[config.mk]
export PLATFORM = sky130hd
export DESIGN_NAME = djss_ctrl
export DESIGN_NICKNAME = d
export VERILOG_FILES = /design/src/rtl/djss_pkg.sv /design/src/rtl/djss_ctrl.sv
export SDC_FILE = /design/constraint.sdc
export NUM_CORES = 1
export LEC_CHECK = 0
export ABC_CLOCK_PERIOD_IN_PS = 3020
export BUFFER_PORTS_ARGS = -buffer_cell sky130_fd_sc_hd__buf_2
export CAP_MARGIN = 15
export CORE_AREA = 2 2 39 41
export DETAILED_ROUTE_END_ITERATION = 8
export DIE_AREA = 0 0 41 43
export PLACE_DENSITY = 0.61
export SETUP_SLACK_MARGIN = 0.05
export SKIP_LAST_GASP = 1
export SLEW_MARGIN = 20
export SYNTH_ARGS = -nofsm -noshare
export SYNTH_HDL_FRONTEND = slang
export SYNTH_SLANG_ARGS = --single-unit
[constraint.sdc]
create_clock -name clk -period 3.02 [get_ports clk]
set_clock_uncertainty 0.15 [all_clocks]
set_input_delay 0.604 -clock clk [delete_from_list [all_inputs] [get_ports clk]]
set_output_delay 0.604 -clock clk [all_outputs]
set_load 0.05 [all_outputs]
[src/rtl/djss_pkg.sv]
package djss_pkg;

    typedef struct packed {
        logic [15:0] profit;
        logic [7:0]  deadline;
        logic        last_job;
    } job_t;

    typedef struct packed {
        logic [23:0] total_profit;
        logic [8:0]  placed_count;
        logic        overflow;
    } result_t;

    localparam logic CFG_SLOT_COUNT    = 1'b0;
    localparam logic CFG_SLOT_CAPACITY = 1'b1;

    localparam logic [6:0] SLOT_COUNT_RESET    = 7'd64;
    localparam logic [4:0] SLOT_CAPACITY_RESET = 5'd1;

    localparam logic [23:0] TOTAL_MAX  = 24'hFFFFFF;
    localparam logic [8:0]  PLACED_MAX = 9'h1FF;

    // controller to datapath
    typedef struct packed {
        logic load;
        logic sort_init;
        logic latch_cur;
        logic rd_jm1;
        logic shift_wr;
        logic put_cur;
        logic clr_init;
        logic clr_wr;
        logic place_init;
        logic job_latch;
        logic fill_upd;
        logic slot_dec;
        logic i_inc;
        logic finish;
    } cmd_t;

    // datapath to controller
    typedef struct packed {
        logic last;
        logic i_ge_n;
        logic j_zero;
        logic cur_gt;
        logic s_zero;
        logic cap_zero;
        logic fill_lt_cap;
        logic clr_done;
    } stat_t;

endpackage

[src/rtl/djss_ctrl.sv]
module djss_ctrl (
    input  logic           clk,
    input  logic           rst_n,
    input  logic           start,
    input  djss_pkg::stat_t stat,
    output djss_pkg::cmd_t  cmd,
    output logic           busy,
    output logic           result_valid
);

    localparam logic [3:0] ST_IDLE    = 4'd0;
    localparam logic [3:0] ST_OUTER   = 4'd1;
    localparam logic [3:0] ST_CUR     = 4'd2;
    localparam logic [3:0] ST_RD      = 4'd3;
    localparam logic [3:0] ST_CMP     = 4'd4;
    localparam logic [3:0] ST_PUT     = 4'd5;
    localparam logic [3:0] ST_CLR     = 4'd6;
    localparam logic [3:0] ST_P_OUTER = 4'd7;
    localparam logic [3:0] ST_P_JOB   = 4'd8;
    localparam logic [3:0] ST_P_SLOT  = 4'd9;
    localparam logic [3:0] ST_P_CHK   = 4'd10;
    localparam logic [3:0] ST_DONE    = 4'd11;

    logic [3:0] state_reg;
    logic [3:0] state_next;

    always_ff @(posedge clk or negedge rst_n)
    begin
        if (!rst_n)
        begin
            state_reg <= ST_IDLE;
        end
        else
        begin
            state_reg <= state_next;
        end
    end

    always_comb
    begin
        cmd        = '0;
        state_next = state_reg;
        case (state_reg)
            ST_IDLE:
            begin
                if (start)
                begin
                    cmd.load = 1'b1;
                    if (stat.last)
                    begin
                        cmd.sort_init = 1'b1;
                        state_next    = ST_OUTER;
                    end
                end
            end
            ST_OUTER:
            begin
                if (stat.i_ge_n)
                begin
                    cmd.clr_init = 1'b1;
                    state_next   = ST_CLR;
                end
                else
                begin
                    state_next = ST_CUR;
                end
            end
            ST_CUR:
            begin
                cmd.latch_cur = 1'b1;
                state_next    = ST_RD;
            end
            ST_RD:
            begin
                if (stat.j_zero)
                begin
                    state_next = ST_PUT;
                end
                else
                begin
                    cmd.rd_jm1 = 1'b1;
                    state_next = ST_CMP;
                end
            end
            ST_CMP:
            begin
                if (stat.cur_gt)
                begin
                    cmd.shift_wr = 1'b1;
                    state_next   = ST_RD;
                end
                else
                begin
                    state_next = ST_PUT;
                end
            end
            ST_PUT:
            begin
                cmd.put_cur = 1'b1;
                state_next  = ST_OUTER;
            end
            ST_CLR:
            begin
                if (stat.clr_done)
                begin
                    cmd.place_init = 1'b1;
                    state_next     = ST_P_OUTER;
                end
                else
                begin
                    cmd.clr_wr = 1'b1;
                end
            end
            ST_P_OUTER:
            begin
                if (stat.i_ge_n)
                begin
                    state_next = ST_DONE;
                end
                else
                begin
                    state_next = ST_P_JOB;
                end
            end
            ST_P_JOB:
            begin
                cmd.job_latch = 1'b1;
                state_next    = ST_P_SLOT;
            end
            ST_P_SLOT:
            begin
                if (stat.s_zero || stat.cap_zero)
                begin
                    cmd.i_inc  = 1'b1;
                    state_next = ST_P_OUTER;
                end
                else
                begin
                    state_next = ST_P_CHK;
                end
            end
            ST_P_CHK:
            begin
                if (stat.fill_lt_cap)
                begin
                    cmd.fill_upd = 1'b1;
                    cmd.i_inc    = 1'b1;
                    state_next   = ST_P_OUTER;
                end
                else
                begin
                    cmd.slot_dec = 1'b1;
                    state_next   = ST_P_SLOT;
                end
            end
            ST_DONE:
            begin
                cmd.finish = 1'b1;
                state_next = ST_IDLE;
            end
            default:
            begin
                state_next = ST_IDLE;
            end
        endcase
    end

    assign busy         = (state_reg != ST_IDLE);
    assign result_valid = (state_reg == ST_DONE);

endmodule

# --- Word level (Yosys, flattened, before mapping) ---
# Cells that the tools add are included.
classes:
  add_sub_neg: 0
  multipliers: 0
  n_div: 0
  n_lt_le_gt_ge: 0
  n_eq_ne: 14
  shifts: 0
  mux: 31
  bitwise: 0
  reduce_logical: 4
ops:
  columns: ["op", "n"]
  rows:
  - ["case mux 4 bit (11 select lines)", 1]
  - ["two-way mux 4 bit", 5]
  - ["two-way mux 1 bit", 17]
  - ["== test 4 x 3 -> 1 bit, second input constant", 4]
  - ["== test 4 bit, second input constant", 4]
  - ["two-way mux 2 bit", 5]
  - ["== test 4 x 2 -> 1 bit, second input constant", 2]
  - ["two-way mux 3 bit", 2]
  - ["inequality test 2 bit, second input constant", 3]
  - ["== test 4 x 1 -> 1 bit, second input constant", 1]
  - ["zero test 4 bit", 1]
  - ["nonzero test 4 bit", 1]
  - ["AND reduction 3 bit", 1]
  - ["case mux 1 bit (2 select lines)", 1]
  - ["logical OR 1 bit", 1]
word_totals:
  register_bits: 4
  latchBits: 0
  mem_bits_rw: 0
  romBits: 0
  inputBits: 11
  out_inout_bits: 16
  wordCells: 50
  memories: 0

# --- Depth between registers and ports, before layout ---
# Gate-level depths: netlist of the first run.
logic_depth:
  depth_word: 3
  ltp_mapped: 5
  ltp_nobuf: 4

# --- Least setup slack after synthesis of the first run ---
# OpenSTA, ideal clock, no wires.
synth_timing:
  path_kind: "register to output"
  from: "register state_reg[1]"
  to: "output port cmd[10] (netlist name)"
  arrival_time_ps: 2111
  required_time_ps: 2266
  setup_slack_ps: 155
  path_stages_with_launch: 4
  path_buffers: 1
  path_cell_list: "dfrtp_1 > buf_2 > nand2_1 > nor4_1"
synth_lines:
  columns: ["item", "line", "rtl"]
  rows:
  - ["from (decl)", "djss_ctrl.sv:24", "logic [3:0] state_reg;"]
  - ["from (signal assigned)", "djss_ctrl.sv:35", "state_reg <= state_next;"]
  - ["to (decl)", "djss_ctrl.sv:6", "output djss_pkg::cmd_t cmd,"]

==> results of run 1 <==
[Yosys cell counts (3+ instances only)]
library cell	n
nor2b_1	3
nor2_1	4
inv_1	3
nor3_1	5
buf_4	3
nand2b_1	4
a21oi_1	3
dfrtp_1	4
nand2_1	4
[worst register-to-register path, stage by stage, from the launching register on]
cell and delay (ps):
dfrtp_1 620, nor2b_1 260, o211ai_1 160, a311oi_1 330
[through the flow]
stage	cell area, um^2	worst slack [ps]	power (W)	hold WS, ps	std cells
after detailed placement	559.3	784.2	0.0006164	258.4	93
after CTS	581.8	529.9	0.0006840	10.02	96
after global routing	581.8	433.2	0.0007345	9.848	96
after floorplan	447.9	155.4	0.0005500	158.4	56
after global placement	559.3	796.8	0.0006093	258.3	93
final	581.8	528.7	0.0006761	17.50	96
[cell type report]
class / count / area (um^2) / share of cell area [%]
well taps: 16 / 20.02 / 3.441
multi-input cells: 43 / 294.0 / 50.54
repair buffers: 26 / 130.1 / 22.37
inverters: 4 / 15.01 / 2.581
flip-flops and latches: 4 / 100.1 / 17.20
clock buffers: 3 / 22.52 / 3.871
[power by group]
group | switching [W] | total, W | internal, W
registers | 0.0000925 | 0.000174 | 0.0000813
clock network | 0.0000196 | 0.0000639 | 0.0000443
logic | 0.000282 | 0.000438 | 0.000157
[worst max-delay path by stage]
| stage | to | slack (ps) |
|---|---|---|
| after floorplan | cmd[10] | 160 |
| after global placement | cmd[12] | 800 |
| after detailed placement | cmd[12] | 780 |
| after CTS | cmd[12] | 530 |
| after global routing | cmd[13] | 430 |
| final | cmd[12] | 530 |
[cell families after synthesis]
kind of cell              Yosys count  synth area share, %
and+or+nand+nor                    29                41.34
AOI/OAI and AO/OA                  13                22.35
buffers and inverters               9                12.01
DFF                                 4                22.35
xor gates and xnor gates            1                1.956
[per-layer routing]
layer,GRT usage (%),vias to the layer above
met5,0,-
met4,11.33,0
met3,0,2
met2,23.13,16
met1,17.26,203
li1,-,254
==> impl_results.md, run 1 <==
* Starting Density at 32.37%
* Max layer used: met4
* VDD IR max at 0.0005057 V
* Final Max Slew Viols at 0
* Die X-Extent at 41 um
* Post-Route WL at 1132 um
* Status: finished, final reports clean
* GRT Overall Usage at 14.52%
* Nature of the critical path endpoint: output pin
* Register area share after synthesis at 22.35%
* Setup TNS at 0 ps
* Worst path bufs/invs at 1
* Initial DRC count at 3
* Filler Cell Count at 148
* RSZ-0062 raised after global routing: no
* Clk sinks at 4
* Critical path origin: state_reg[0]
* Die height at 43 um
* Setup violations, final at 0
* Crit Path Class: reg2out
* Post_cts resized at 0
* Core Util, Final at 42.04%
* Drc violations at 0
* CTS Buf Count at 3
* Worst path depth at 3
* Vias in the first global route at 444
* Maxcap violations at 0
* M1 WL at 512 um
* RD Place Congestion at 0.8020
* Slowest-stage cell, CP: or4_4
* Area grow syn2layout at 29.89%
* R2R Path End: state_reg[0]
* Startpoint types: flop
* Most frequent cells in the layout: buf_2, nor3_1
* Via density per instance at 4.948
* Period utilisation layout at 82.49%
* CTS clk-pin slew, worst paths at 30 ps
* Post-synth top area cell: dfrtp_1
* Post-synth top area share at 22.35%
* Lkg Pwr at 0.2979 nW
* Final Hold Fails at 0
* Initial antenna violation count at 0
* Req. time, crit path at 2270 ps
* Post-synthesis cell type count at 32
* PortBufs at 26
* Diode count at 0
* Mapped Nets at 67
* Fin crit period at 2491 ps
* H-tree Lvls at 1
* CTS max path bufs at 2
* Hold Buf Count CTS at 0
* Metal3 WL at 60 um
* DR WL met2 at 542 um
* Crit-path max cell delay at 600 ps
* Die area at 1763 um^2
* Synth Instances at 56
* Highest Clock Rate at 401.4 MHz
* Fin nets at 93
* GRT Residual Overflow at 0
* DR WL/cell at 11.79 um
* Power Density at 1162 nW/um^2
* Slew HR at 69.41%
* Antenna Violating Nets Remaining at 0
* Vias at 475
* Synth top area cells: dfrtp_1, nand2b_1, nor3_1
* Drt first pass iters at 4
* Least-Margin Pin Slew at 458.8 ps
* Main synth FF type: dfrtp_1
* Yosys reg bits at 4
* Most common cell after layout, fill and taps aside: buf_2
* Clk Latency, worst-skew pair at 230 ps
* Worst min path class: in2async
* Setup Buffers After CTS at 0
* Top delay family on crit path: simple AND/OR/NAND/NOR gates
* Reg2Reg Setup Slack at 1380 ps
* Largest net degree at the start of global routing at 17
* Number of flops mapped to enable cells by yosys at 0
* CP arrival at 1740 ps
* Avg Cell Area, Syn at 7.999 um^2
* Ys async rst share at 100.0%
* Worst R2R Start: state_reg[0]
* Reg2Reg Depth at 3
* Synthesized area at 447.9 um^2
* Core Area at 1384 um^2
* Max reg flops at 4
* Root Buffer: clkbuf_4
* Cell row count at 14
* Fraction of layout cells with a size suffix above 1 at 45.00%
* First-pass GRT wire length at 1738 um
* IO Count at 27
* CP max FO at 16
* YS warnings at 0
* Post-detail-place hpwl at 913.7 um
* Critical path cell sequence: or4_4 > nor2_1 > buf_2
* CTS tree: yes
Note: power is estimated with default switching activity, not from simulation.
==> inputs of run 2 (changes only) <==
- ABC_AREA: not set -> 1
- ABC_CLOCK_PERIOD_IN_PS: 3020 -> 2000
- PLACE_DENSITY: 0.61 -> 0.62
- clock period: 3.02 -> 2 ns (I/O delays scaled with it)
==> run 2 against run 1 <==
Against the previous run:
- sequential power increased by 13%
- first-iteration DRC count increased by 33%
- core utilization is 8.0 points higher
- area after synthesis shrank 4.2%
- final area grew 19%
- hold slack better by 340 ps
- register-to-register slack lost 670 ps
- global-route usage decreased by 1.1 points
- critical path type unchanged
==> impl_results.md, run 2 <==
* Crit Path Class: reg2out
* Clk Latency, worst-skew pair at 230 ps
* Final Max Slew Viols at 0
* Setup violations, final at 0
* DR WL/cell at 8.378 um
* Period utilisation layout at 93.47%
* Post-route design area at 691.9 um^2
* Clk pwr share at 8.9%
* VDD IR max at 0.0006260 V
* Slowest-stage cell, CP: dfrtp_2
* Vias at 544
* Least-Margin Pin Slew at 249.7 ps
* H-tree Lvls at 1
* Critical path cell sequence: nor2_4 > nand3_2 > nor2_4 > buf_4
* Comb pwr share at 72.6%
* Avg Cell Area, Syn at 5.298 um^2
* Diode count at 0
* Register area share after synthesis at 23.32%
* Fin crit period at 1869 ps
* Power Density at 1527 nW/um^2
* Worst path depth at 4
* Post-synth top area cell: dfrtp_1
* Yosys reg bits at 4
* RD Place Congestion at 0.7270
* Worst min path class: in2async
* Synthesized area at 429.2 um^2
* Post-detail-place hpwl at 903.2 um
* CTS clk-pin slew, worst paths at 30 ps
* Via density per instance at 4.283
* RSZ-0062 raised after global routing: yes
* Die X-Extent at 41 um
* Seq pwr share at 18.5%
* CTS max path bufs at 2
* Fin nets at 124
* CTS tree: yes
* Initial antenna violation count at 0
* Lkg Pwr at 0.4517 nW
* Die height at 43 um
* Area grow syn2layout at 61.22%
* Root Buffer: clkbuf_4
* CP max FO at 7
* Post-synth top area share at 23.32%
* Status: finished, final reports clean
* Worst path bufs/invs at 1
* Initial DRC count at 4
* Mapped Nets at 92
* Sw Ratio at 61.03%
* Switching power at 0.0006447 W
* CP most frequent cell: nor2_4
* Drc violations at 0
* Vias in the first global route at 438
* Most common cell after layout, fill and taps aside: nand2_1
* CP arrival at 1320 ps
* Max reg flops at 4
* Nature of the critical path endpoint: output pin
* Core Area at 1384 um^2
* Slew HR at 83.47%
* CTS Buf Count at 3
* Final Hold Fails at 0
* Req. time, crit path at 1450 ps
* Synth top area cells: dfrtp_1, nand2_1, inv_1
* Fraction of layout cells with a size suffix above 1 at 45.95%
* Most frequent cells in the layout: nand2_1, buf_2, inv_1, nor2_1
* PortBufs at 26
* Ys async rst share at 100.0%
* Crit-path max cell delay at 460 ps
* GRT Overall Usage at 13.43%
* Setup TNS at 0 ps
* Internal cell power at 0.0004117 W
* Placed instance area at 599.3 um^2
* Clk sinks at 4
* Drt first pass iters at 4
* GRT Residual Overflow at 0
* Fin cells at 127
* Antenna Violating Nets Remaining at 0
* Number of flops mapped to enable cells by yosys at 0
* Reg2Reg Depth at 4
* First-pass GRT wire length at 1607 um
* Synth Instances at 81
* Most common cell in the synthesized netlist: nand2_1
* Main synth FF type: dfrtp_1
* # placed instances at 122
* IO Count at 27
* YS warnings at 0
* Maxcap violations at 0
* Cell row count at 14
* Top delay family on crit path: flip-flops
* Core Util, Final at 50.00%
* Die area at 1763 um^2
* Startpoint types: flop
* Highest Clock Rate at 534.9 MHz
* Largest net degree at the start of global routing at 8
* Post-Route WL at 1064 um
* Synth top cells by count: nand2_1, inv_1, nor2_1, nand3_1, nor2_2
* Starting Density at 31.01%
* Post-synthesis cell type count at 14
==> run 2: changes by cell type after synthesis, moves of 2 or more <==
cell      delta
inv_2        +3
buf_4        -2
a21oi_1      -2
nand2_2      +3
nor2_2       +5
nor3_1       -4
nor2_1       +8
nand2_1     +19
nor2b_1      -3
inv_1       +14
nand2b_1     -4
nand3_1      +7
==> run 2: worst paths after layout <==
| path | slack [ps] | start | to |
|---|---|---|---|
| worst max-delay path | 130 | state_reg[3] | cmd[12] |
| worst min-delay path | 360 | rst_n | state_reg[1] |
| worst max register to register | 710 | state_reg[3] | state_reg[0] |
| worst min register to register | 570 | state_reg[0] | state_reg[0] |
| max in group asynchronous | 1210 | rst_n | state_reg[2] |
| min in group clk | 370 | stat[3] | state_reg[3] |
==> run 2: layout make-up <==
class / count / area, um^2
clock buffers: 3 / 22.52
fillers: 159 / 691.9
inverters: 21 / 78.83
multi-input cells: 55 / 282.8
flip-flops and latches: 4 / 102.6
well taps: 16 / 20.02
repair buffers: 28 / 185.2
==> run 2: routing by layer <==
metal	global-route usage (%)	vias up	share of wire, %
li1	-	299	-
met1	16.72	237	43
met2	20.00	8	54
met3	3.141	0	3.0
met4	8.000	0	0
met5	0	-	0
==> run 2: through the flow <==
stage,setup WS (ps),hold WS [ps],power (W)
floorplan,54.98,-45.59,0.0007518
global placement,227.1,55.49,0.0008973
detailed placement,225.2,56.86,0.0008978
CTS,30.40,348.2,0.001010
global route,45.95,345.8,0.001155
finish,130.6,356.0,0.001056
==> run 2: cell families (layout without fill, tap and decap cells) <==
family	after synthesis	in the layout	share of synthesized area, %
buf+inv	22	52	20.12
simple gates	52	52	53.06
flops	4	4	23.32
compound gates	3	3	3.495
==> run 2: what timing repair did <==
action                     CTS  global route
hold buffers                 1             0
setup endpoints to repair    6            11
hold endpoints to repair     4             0
buffers inserted             0             1
resized for setup            6            15
==> run 2: power groups by stage <==
| stage | combinational [W] | clock (W) | sequential [W] |
|---|---|---|---|
| after floorplan | 0.000579 | 0 | 0.000173 |
| after global placement | 0.000715 | 0 | 0.000183 |
| after detailed placement | 0.000716 | 0 | 0.000182 |
| after CTS | 0.000729 | 0.0000997 | 0.000181 |
| after global routing | 0.000847 | 0.000107 | 0.000201 |
| final | 0.000767 | 0.0000941 | 0.000196 |
